**src/design/sstt_pkg.sv**
```systemverilog
// shared types, constants and helper functions for the seven-segment formatter
// no dependencies; imported by every module of the block
package sstt_pkg;

	// reciprocal multipliers for exact constant division
	localparam logic [16:0] MinRecip  = 17'd69906;   // /240, shift 24
	localparam logic [20:0] FRecip    = 21'd1342178; // /50, shift 26
	localparam logic [15:0] CRecip    = 16'd52429;   // /10, shift 19
	localparam logic [12:0] Q10Recip  = 13'd6554;    // /10, shift 16
	localparam logic [10:0] Q2Recip   = 11'd1639;    // /10, shift 14, exact below 1183
	localparam logic [8:0]  HourRecip = 9'd274;      // /60, shift 14
	localparam logic [7:0]  SmallRecip = 8'd205;     // /10, shift 11

	localparam logic [15:0] TicksMin  = 16'd240;
	localparam logic [15:0] TicksHour = 16'd14400;
	localparam logic [13:0] FOffset   = 14'd32;

	localparam logic [7:0] SegColon = 8'h80;
	localparam logic [7:0] SegC     = 8'h39;
	localparam logic [7:0] SegF     = 8'h71;
	localparam logic [7:0] SegBlank = 8'h00;

	typedef enum logic [1:0] {
		TM_SEC,
		TM_MIN,
		TM_HOUR
	} tmode_t;

	typedef enum logic {
		OP_TIMER = 1'b0,
		OP_TEMP  = 1'b1
	} op_t;

	typedef struct packed {
		op_t         op;
		logic        unit;
		tmode_t      mode;
		logic [15:0] value;
		logic [8:0]  mins;
		logic [13:0] temp;
	} s1_t;

	typedef struct packed {
		op_t         op;
		logic        unit;
		tmode_t      mode;
		logic [2:0]  hrs;
		logic [5:0]  secs;
		logic [8:0]  mins;
		logic [10:0] q1;
		logic [3:0]  d0;
	} s2_t;

	typedef struct packed {
		op_t        op;
		logic       unit;
		tmode_t     mode;
		logic [5:0] left;
		logic [5:0] right;
		logic [6:0] q2;
		logic [3:0] d1;
		logic [3:0] d0;
	} s3_t;

	function automatic logic [7:0] glyph(input logic [3:0] d);
		logic [7:0] g;
		case (d)
			4'd0: g = 8'h3F;
			4'd1: g = 8'h06;
			4'd2: g = 8'h5B;
			4'd3: g = 8'h4F;
			4'd4: g = 8'h66;
			4'd5: g = 8'h6D;
			4'd6: g = 8'h7D;
			4'd7: g = 8'h07;
			4'd8: g = 8'h7F;
			4'd9: g = 8'h6F;
			default: g = SegBlank;
		endcase
		return g;
	endfunction

	// x / 10 for any 7-bit x
	function automatic logic [3:0] tens_of(input logic [6:0] x);
		logic [14:0] p;
		p = 15'(x) * 15'(SmallRecip);
		return p[14:11];
	endfunction

endpackage

```
**src/design/sstt_quot.sv**
```systemverilog
// stage 1: total minutes and whole temperature by reciprocal multiplication
// depends on sstt_pkg
module sstt_quot (
	input  logic                 clk,
	input  logic                 arst_n,
	input  logic                 en,
	input  logic                 in_valid,
	input  logic                 in_op,
	input  logic [15:0]          in_value,
	input  logic                 unit,
	output logic                 valid_s1,
	output sstt_pkg::s1_t        data_s1
);
	import sstt_pkg::*;

	logic [32:0] min_prod;
	logic [19:0] n9;
	logic [40:0] f_prod;
	logic [34:0] c_prod;
	logic [13:0] f_val;
	s1_t         nxt;

	always_comb begin
		min_prod = 33'(in_value) * 33'(MinRecip);
		n9       = {1'b0, in_value, 3'b000} + 20'(in_value);
		f_prod   = 41'(n9) * 41'(FRecip);
		c_prod   = 35'(in_value) * 35'(CRecip);
		f_val    = f_prod[39:26] + FOffset;

		nxt.op    = op_t'(in_op);
		nxt.unit  = unit;
		nxt.value = in_value;
		nxt.mins  = min_prod[32:24];
		nxt.temp  = unit ? f_val : c_prod[32:19];
		if (in_value < TicksMin) begin
			nxt.mode = TM_SEC;
		end else if (in_value < TicksHour) begin
			nxt.mode = TM_MIN;
		end else begin
			nxt.mode = TM_HOUR;
		end
	end

	always_ff @(posedge clk or negedge arst_n) begin
		if (!arst_n) begin
			valid_s1 <= 1'b0;
		end else if (en) begin
			valid_s1 <= in_valid;
		end
	end

	always_ff @(posedge clk) begin
		if (en) begin
			data_s1 <= nxt;
		end
	end

endmodule

```
**src/design/sstt_digits.sv**
```systemverilog
// stages 2 and 3: hours, seconds and decimal digit extraction
// depends on sstt_pkg
module sstt_digits (
	input  logic            clk,
	input  logic            arst_n,
	input  logic            en,
	input  logic            valid_s1,
	input  sstt_pkg::s1_t   data_s1,
	output logic            valid_s3,
	output sstt_pkg::s3_t   data_s3
);
	import sstt_pkg::*;

	logic        valid_s2;
	s2_t         data_s2;
	s2_t         nxt2;
	s3_t         nxt3;
	logic [17:0] h_prod;
	logic [15:0] rem_ticks;
	logic [26:0] q1_prod;
	logic [13:0] d0_full;
	logic [8:0]  min_hr;
	logic [21:0] q2_prod;
	logic [10:0] d1_full;

	always_comb begin
		h_prod    = 18'(data_s1.mins) * 18'(HourRecip);
		rem_ticks = data_s1.value - ((16'(data_s1.mins) << 8) - (16'(data_s1.mins) << 4));
		q1_prod   = 27'(data_s1.temp) * 27'(Q10Recip);
		d0_full   = data_s1.temp - ({3'b000, q1_prod[26:16]} * 14'd10);

		nxt2.op   = data_s1.op;
		nxt2.unit = data_s1.unit;
		nxt2.mode = data_s1.mode;
		nxt2.hrs  = h_prod[16:14];
		nxt2.secs = rem_ticks[7:2];
		nxt2.mins = data_s1.mins;
		nxt2.q1   = q1_prod[26:16];
		nxt2.d0   = d0_full[3:0];
	end

	always_comb begin
		min_hr  = data_s2.mins - (9'(data_s2.hrs) * 9'd60);
		q2_prod = 22'(data_s2.q1) * 22'(Q2Recip);
		d1_full = data_s2.q1 - ({4'b0000, q2_prod[20:14]} * 11'd10);

		nxt3.op   = data_s2.op;
		nxt3.unit = data_s2.unit;
		nxt3.mode = data_s2.mode;
		// hours:minutes past the hour, else minutes:seconds
		if (data_s2.mode == TM_HOUR) begin
			nxt3.left  = 6'(data_s2.hrs);
			nxt3.right = min_hr[5:0];
		end else begin
			nxt3.left  = data_s2.mins[5:0];
			nxt3.right = data_s2.secs;
		end
		nxt3.q2 = q2_prod[20:14];
		nxt3.d1 = d1_full[3:0];
		nxt3.d0 = data_s2.d0;
	end

	always_ff @(posedge clk or negedge arst_n) begin
		if (!arst_n) begin
			valid_s2 <= 1'b0;
			valid_s3 <= 1'b0;
		end else if (en) begin
			valid_s2 <= valid_s1;
			valid_s3 <= valid_s2;
		end
	end

	always_ff @(posedge clk) begin
		if (en) begin
			data_s2 <= nxt2;
			data_s3 <= nxt3;
		end
	end

endmodule

```
**src/design/sstt_seg.sv**
```systemverilog
// stage 4: final digit split, blanking and segment encoding into the output register
// depends on sstt_pkg
module sstt_seg (
	input  logic            clk,
	input  logic            arst_n,
	input  logic            en,
	input  logic            valid_s3,
	input  sstt_pkg::s3_t   data_s3,
	output logic            valid_s4,
	output logic [31:0]     data_s4
);
	import sstt_pkg::*;

	logic [3:0] lt;
	logic [3:0] lo;
	logic [3:0] rt;
	logic [3:0] ro;
	logic [3:0] q3;
	logic [6:0] d2_full;
	logic [5:0] lo_full;
	logic [5:0] ro_full;
	logic [7:0] dig1;
	logic [7:0] dig2;
	logic [7:0] dig3;
	logic [7:0] dig4;

	always_comb begin
		lt      = tens_of(7'(data_s3.left));
		rt      = tens_of(7'(data_s3.right));
		lo_full = data_s3.left - (6'(lt) * 6'd10);
		ro_full = data_s3.right - (6'(rt) * 6'd10);
		lo      = lo_full[3:0];
		ro      = ro_full[3:0];
		q3      = tens_of(data_s3.q2);
		d2_full = data_s3.q2 - (7'(q3) * 7'd10);

		if (data_s3.op == OP_TEMP) begin
			dig1 = (d2_full[3:0] == 4'd0) ? SegBlank : glyph(d2_full[3:0]);
			dig2 = glyph(data_s3.d1);
			dig3 = glyph(data_s3.d0);
			dig4 = data_s3.unit ? SegF : SegC;
		end else begin
			// in minutes mode, leading minute digit blank under ten minutes
			if (data_s3.mode == TM_MIN && data_s3.left < 6'd10) begin
				dig1 = SegBlank;
			end else begin
				dig1 = glyph(lt);
			end
			dig2 = glyph(lo) | SegColon;
			dig3 = glyph(rt);
			dig4 = glyph(ro);
		end
	end

	always_ff @(posedge clk or negedge arst_n) begin
		if (!arst_n) begin
			valid_s4 <= 1'b0;
		end else if (en) begin
			valid_s4 <= valid_s3;
		end
	end

	always_ff @(posedge clk) begin
		if (en) begin
			data_s4 <= {dig4, dig3, dig2, dig1};
		end
	end

endmodule

```
**src/design/seven_segment_time_temp_formatter.sv**
```systemverilog
// top level of the seven-segment time / temperature formatter
// depends on sstt_pkg, sstt_quot, sstt_digits, sstt_seg
//
//  channel   direction  handshake                        payload
//  s_axis    in         s_axis_tvalid / s_axis_tready    tdata value, tuser op
//  m_axis    out        m_axis_tvalid / m_axis_tready    tdata four segment bytes
//  cfg       in         cfg_valid / cfg_ready            cfg_data temp_unit
//
// four register stages; an input transaction passes through s1, s2 and s3 and its
// result becomes valid in s4; one transaction is taken every cycle while the
// output is drained.
// the whole pipeline holds when the output register is full and not taken, so while
// it is full s_axis_tready follows m_axis_tready in the same cycle.
// reset clears all valid bits and sets temp_unit to celsius; cfg is always ready.
module seven_segment_time_temp_formatter (
	input  logic        clk,
	input  logic        arst_n,
	input  logic        s_axis_tvalid,
	output logic        s_axis_tready,
	input  logic [15:0] s_axis_tdata,   // [15:0] value
	input  logic        s_axis_tuser,   // [0] op
	output logic        m_axis_tvalid,
	input  logic        m_axis_tready,
	output logic [31:0] m_axis_tdata,   // [7:0] seg_digit1, [15:8] seg_digit2,
	                                    // [23:16] seg_digit3, [31:24] seg_digit4
	input  logic        cfg_valid,
	output logic        cfg_ready,
	input  logic        cfg_data        // [0] temp_unit
);
	import sstt_pkg::*;

	logic  en;
	logic  temp_unit_q;
	logic  valid_s1;
	s1_t   data_s1;
	logic  valid_s3;
	s3_t   data_s3;
	logic  valid_s4;

	assign en            = !valid_s4 || m_axis_tready;
	assign s_axis_tready = en;
	assign cfg_ready     = 1'b1;
	assign m_axis_tvalid = valid_s4;

	always_ff @(posedge clk or negedge arst_n) begin
		if (!arst_n) begin
			temp_unit_q <= 1'b0;
		end else if (cfg_valid) begin
			temp_unit_q <= cfg_data;
		end
	end

	sstt_quot u_quot (
		.clk      (clk),
		.arst_n   (arst_n),
		.en       (en),
		.in_valid (s_axis_tvalid),
		.in_op    (s_axis_tuser),
		.in_value (s_axis_tdata),
		.unit     (temp_unit_q),
		.valid_s1 (valid_s1),
		.data_s1  (data_s1)
	);

	sstt_digits u_digits (
		.clk      (clk),
		.arst_n   (arst_n),
		.en       (en),
		.valid_s1 (valid_s1),
		.data_s1  (data_s1),
		.valid_s3 (valid_s3),
		.data_s3  (data_s3)
	);

	sstt_seg u_seg (
		.clk      (clk),
		.arst_n   (arst_n),
		.en       (en),
		.valid_s3 (valid_s3),
		.data_s3  (data_s3),
		.valid_s4 (valid_s4),
		.data_s4  (m_axis_tdata)
	);

endmodule
```
**config.mk**
```make
export PLATFORM = sky130hd
export DESIGN_NAME = seven_segment_time_temp_formatter
export DESIGN_NICKNAME = d
export VERILOG_FILES = /design/src/design/sstt_pkg.sv /design/src/design/sstt_quot.sv /design/src/design/sstt_digits.sv /design/src/design/sstt_seg.sv /design/src/design/seven_segment_time_temp_formatter.sv
export SDC_FILE = /design/constraint.sdc
export NUM_CORES = 2
export LEC_CHECK = 0
export BUFFER_PORTS_ARGS = -buffer_cell sky130_fd_sc_hd__buf_2
export CAP_MARGIN = 20
export CORE_UTILIZATION = 40
export DETAILED_ROUTE_END_ITERATION = 8
export GPL_TIMING_DRIVEN = 0
export PLACE_DENSITY_LB_ADDON = 0.05
export SETUP_SLACK_MARGIN = 0.5
export SYNTH_ARGS = -nofsm -noshare
export SYNTH_HDL_FRONTEND = slang
export SYNTH_HIERARCHICAL = 1
export SYNTH_SLANG_ARGS = --single-unit
```
**constraint.sdc**
```tcl
create_clock -name clk -period 11.2 [get_ports clk]
set_input_delay 3.36 -clock clk [delete_from_list [all_inputs] [get_ports clk]]
set_output_delay 3.36 -clock clk [all_outputs]
set_load 0.01 [all_outputs]
```
Word-level counts from Yosys, hierarchy flattened --
Memories as Yosys holds them, arrays and structs flattened. A register that Yosys moved wholly into a read port is not among the register bits. Index checks and enable logic that the tools add are counted.
Storage, ports and cells: register bits after elaboration 137, ROM bits 672, input port bits 23, output and inout port bits 35, logic and storage cells 84, memories 7
Memories:
- (no name shown) | words 16, bits a word 7, rd ports 1, clocked after Yosys merged registers in 0, write ports 0, RTL line sstt_pkg.sv:67 | case (d)
- (no name shown) | words 16, bits a word 7, rd ports 1, clocked after Yosys merged registers in 1, write ports 0, RTL line sstt_pkg.sv:67
- (no name shown) | words 16, bits a word 7, rd ports 1, clocked after Yosys merged registers in 1, write ports 0, RTL line sstt_pkg.sv:67
- (no name shown) | words 16, bits a word 7, rd ports 1, clocked after Yosys merged registers in 0, write ports 0, RTL line sstt_pkg.sv:67
- (no name shown) | words 16, bits a word 7, rd ports 1, clocked after Yosys merged registers in 0, write ports 0, RTL line sstt_pkg.sv:67
- (no name shown) | words 8, bits a word 7, rd ports 1, clocked after Yosys merged registers in 0, write ports 0, RTL line sstt_pkg.sv:67
- +1 memories
Operators by class: $add $sub $neg 10, $mul 15, magnitude comparators 3, equality and inequality tests 2, mux-type cells 12, reductions and logical operators 4
Operators by type and width (number):
- multiplier 16 x 16 -> 32 bit (second input constant) | 2
- 2-to-1 mux 8 bit | 5
- multiplier 20 x 20 -> 39 bit (second input constant) | 1
- multiplier 6 x 8 -> 14 bit (second input constant) | 2
- multiplier 14 x 12 -> 26 bit (second input constant) | 1
- multiplier 11 x 11 -> 21 bit (second input constant) | 1
- adder 19 x 16 -> 20 bit | 1
- subtractor 4 bit | 5
- less-than comparator 16 x 14 -> 1 bit (second input constant) | 1
- less-than comparator 16 x 8 -> 1 bit (second input constant) | 1
- multiplier 9 x 8 -> 16 bit (second input constant) | 1
- multiplier 7 x 8 -> 15 bit (second input constant) | 1
- adder 14 x 6 -> 14 bit (second input constant) | 1
- 2-to-1 mux 7 bit | 2
- 2-to-1 mux 13 bit | 1
- multiplier 11 x 3 -> 3 bit (second input constant) | 1
- 2-to-1 mux 9 bit | 1
- 2-to-1 mux 4 bit | 2
- subtractor 1 x 8 -> 8 bit (first input constant) | 1
- subtractor 8 bit | 1
- multiplier 7 x 3 -> 3 bit (second input constant) | 1
- less-than comparator 6 x 4 -> 1 bit (second input constant) | 1
- multiplier 3 x 3 -> 3 bit (second input constant) | 2
- subtractor 6 bit | 1
- other kinds (9) | 9

Depth between registers and ports, before layout --
depth in word-level cells 6, depth in mapped cells 38, depth with buffers taken out 37

Modules after synthesis --
The synthesis kept the hierarchy.
By module, submodules not included:
- sstt_quot | times used 1, cells each 1639, area each 16397.0 µm², seq. area each 1316.3 µm²
- sstt_digits | times used 1, cells each 722, area each 8239.2 µm², seq. area each 2001.9 µm²
- sstt_seg | times used 1, cells each 525, area each 4830.9 µm², seq. area each 895.9 µm²
- seven_segment_time_temp_formatter | times used 1, cells each 5, area each 57.6 µm², seq. area each 25.0 µm²

Least setup slack after synthesis --
No wires, ideal clock.
path kind in2reg, from input port s_axis_tdata[1], to register u_quot/data_s1[13] (netlist name), setup time 256 ps, data arrival time 11311 ps, data required time 10944 ps, slack -367 ps, cell stages on the path 34, buffers on the path 0, cell sequence ha_1 > a21o_1 > a21oi_2 > o21bai_1 > a2111oi_1 > nor3_1 > a41oi_2 > o21ai_0 > a21oi_1 > xnor2_1 > inv_1 > ha_1 > inv_1 > fa_1 > fa_1 > inv_1 > fa_1 > fa_1 > fa_1 > ha_1 > ha_1 > a21oi_1 > o21ai_0 > a2111o_1 > o211ai_1 > a21oi_1 > o21ai_0 > nor2b_1 > xnor2_1 > ha_1 > nand2_1 > nor4_4 > a31o_2 > a21boi_1
On the way: longest elaborated chain between the ends 3
Ends and longest elaborated chain:
- start, declared | RTL line seven_segment_time_temp_formatter.sv:20 | input logic [15:0] s_axis_tdata,
- adder 19 x 16 -> 20 bit | RTL line sstt_quot.sv:25 | n9 = {1'b0, in_value, 3'b000} + 20'(in_value);
- multiplier 20 x 20 -> 39 bit | RTL line sstt_quot.sv:26 | f_prod = 41'(n9) * 41'(FRecip);
- adder 14 x 6 -> 14 bit | RTL line sstt_quot.sv:28 | f_val = f_prod[39:26] + FOffset;
Every way passes these cells. A chain may end at the register's enable or synchronous reset.

==> impl_metrics.env <==
export IMPL_core_um2=71900
export IMPL_place_congestion=0.841
export IMPL_cap_violations=0
export IMPL_syn_avg_cell_area_um2=10.1
export IMPL_cts_buffers=17
export IMPL_finalSetupViolCount=6
export IMPL_hpwl_mm=57.2
export IMPL_viasPerCell=4.83
export IMPL_final_area_um2=32900
export IMPL_nFillCells=6934
export IMPL_max_stage_delay_ps=510
export IMPL_antenna_left=0
export IMPL_cts_tree="done"
export IMPL_syn2layout_area_growth_pct=12.5
export IMPL_hold_path_class="reg -> reg"
export IMPL_grt_antenna_before_repair=0
export IMPL_start_kind="input pin"
export IMPL_portBuffers=53
export IMPL_hold_viol_final=0
export IMPL_worstRegToRegCells=20
export IMPL_cp_required_ps=11400
export IMPL_die_h_um=272
export IMPL_skew_ps=13.9
export IMPL_max_freq_mhz=88.9
export IMPL_diodes=0
export IMPL_fin_cells=3986
export IMPL_clockBufferDepth=2
export IMPL_clk_latency_ps=440
export IMPL_fp_dieW_um=272
export IMPL_rows=98
export IMPL_floorplan_die_area_um2=74100
export IMPL_finalMaxSlewViolations=0
export IMPL_first_pass_iters=5
export IMPL_hold_buffers=0
export IMPL_crit_fanout=3
export IMPL_grt_max_degree=71
export IMPL_drive_gt1_share_pct=11.0
export IMPL_final_cell_mix="inv_1 (761), ha_1 (742), fa_1 (340)"
export IMPL_crit_path_end_kind="register"
export IMPL_pin_count=58
export IMPL_setup_tns_ps=-184
export IMPL_post_route_min_period_ps=11250
export IMPL_r2r_end="u_seg/data_s4[29]"
export IMPL_placedCellCount=3889
export IMPL_totalWireLength_mm=65.9
export IMPL_routedWlPerCell_um=16.5
export IMPL_setup_slack_ps=-53.8
export IMPL_vias=19300
export IMPL_pre_cts_slack_ps=-2050
export IMPL_yosysWarnings=6
export IMPL_cp_common_cell="fa_1"
export IMPL_status="finished, violations left"
export IMPL_final_nets=4165
export IMPL_regToRegSetupSlack_ps=5180
export IMPL_htreeDepth=4
export IMPL_drc_errors=0
export IMPL_cts_clk_slew_worst_paths_ps=70
export IMPL_cp_arrival_ps=11450
export IMPL_first_global_vias=20900
export IMPL_min_path_cells=0
export IMPL_max_slew_margin_pct=38.7
export IMPL_crit_type="in -> reg"
export IMPL_mostFrequentLayoutCell="inv_1"
export IMPL_reg2reg_from="u_digits/data_s3[15]"
export IMPL_grt_pass1_wl_mm=109
export IMPL_rsz0062_at_grt="yes"
export IMPL_slowest_stage="fa_1"
export IMPL_cts_sinks=132
export IMPL_min_period_over_period_pct=100
export IMPL_grt_util_all_layers_pct=18.5
export IMPL_place_area_um2=31100
export IMPL_grt_overflow=0
export IMPL_cts_root_buf="clkbuf_16"
export IMPL_tightest_slew_ps=920
export IMPL_first_iter_violations=521
export IMPL_synth_area_um2=29200
export IMPL_floorplan_initialDensity_pct=40.7
export IMPL_holdPathEnd="u_digits/data_s3[1]"
export IMPL_hold_path_startpoint="u_digits/data_s2[1]"
export IMPL_synth_cells=2881
export IMPL_failed_checks="setup timing"
## area by class of cell
class / instances / area [um2] / share of cell area (%)
repair buffers: 121 / 935 / 2.84
multi-input cells: 1952 / 23100 / 70.4
plain buffers: 24 / 138 / 0.419
inverters: 775 / 2920 / 8.89
flip-flops and latches: 132 / 3940 / 12.0
clock buffers: 17 / 425 / 1.29
clock inverters: 15 / 180 / 0.548
well taps: 950 / 1190 / 3.62
## per-layer routing
metal	global-route usage (%)	vias up	part of all wire, %
li1	-	9700	-
met1	24.1	9360	47
met2	33.3	158	50
met3	1.25	44	1.4
met4	4.42	0	1.9
met5	0	-	0
## state kept, by name, summed over array words and instances (netlist names)
register / cells
u_digits/data_s2: 34
u_digits/data_s3: 31
u_seg/valid_s4: 1
u_quot/valid_s1: 1
u_digits/valid_s3: 1
u_digits/valid_s2: 1
u_seg/data_s4: 29
u_quot/data_s1: 33
temp_unit_q: 1
## critical path: cells and delay by family
kind / cells / cell delay [ps]
buffers and inverters: 9 / 760
adders and majority gates: 10 / 3780
xor gates and xnor gates: 2 / 270
AOI/OAI and AO/OA: 11 / 2190
and+or+nand+nor: 6 / 1080
## how the worst max path moves through the flow
| stage | start | endpoint | slack [ps] | depth (start not counted) |
|---|---|---|---|---|
| floorplan | s_axis_tdata[1] | u_quot/data_s1[13] | 190 | 37 |
| global placement | s_axis_tdata[2] | u_quot/data_s1[11] | -1990 | 34 |
| detailed placement | s_axis_tdata[2] | u_quot/data_s1[11] | -2050 | 34 |
| CTS | s_axis_tdata[1] | u_quot/data_s1[11] | -180 | 35 |
| global route | s_axis_tdata[1] | u_quot/data_s1[12] | -300 | 39 |
| finish | s_axis_tdata[1] | u_quot/data_s1[9] | -50 | 38 |
## stage by stage
step	utilization (%)	hold WS [ps]
global placement	43.1	402
detailed placement	43.2	405
global route	45.7	423
floorplan	-	400
finish	45.7	416
CTS	45.2	417
## repair_timing
| action | CTS | global route |
|---|---|---|
| endpoints found under the setup margin | 14 | 14 |
| buffers inserted | 51 | 14 |
| gates resized for setup | 86 | 52 |
| pin swaps | 67 | 43 |
| gates cloned | 0 | 0 |
Power is not shown: default switching activity piles up to over one toggle a cycle in this logic, so the estimate is an artifact.
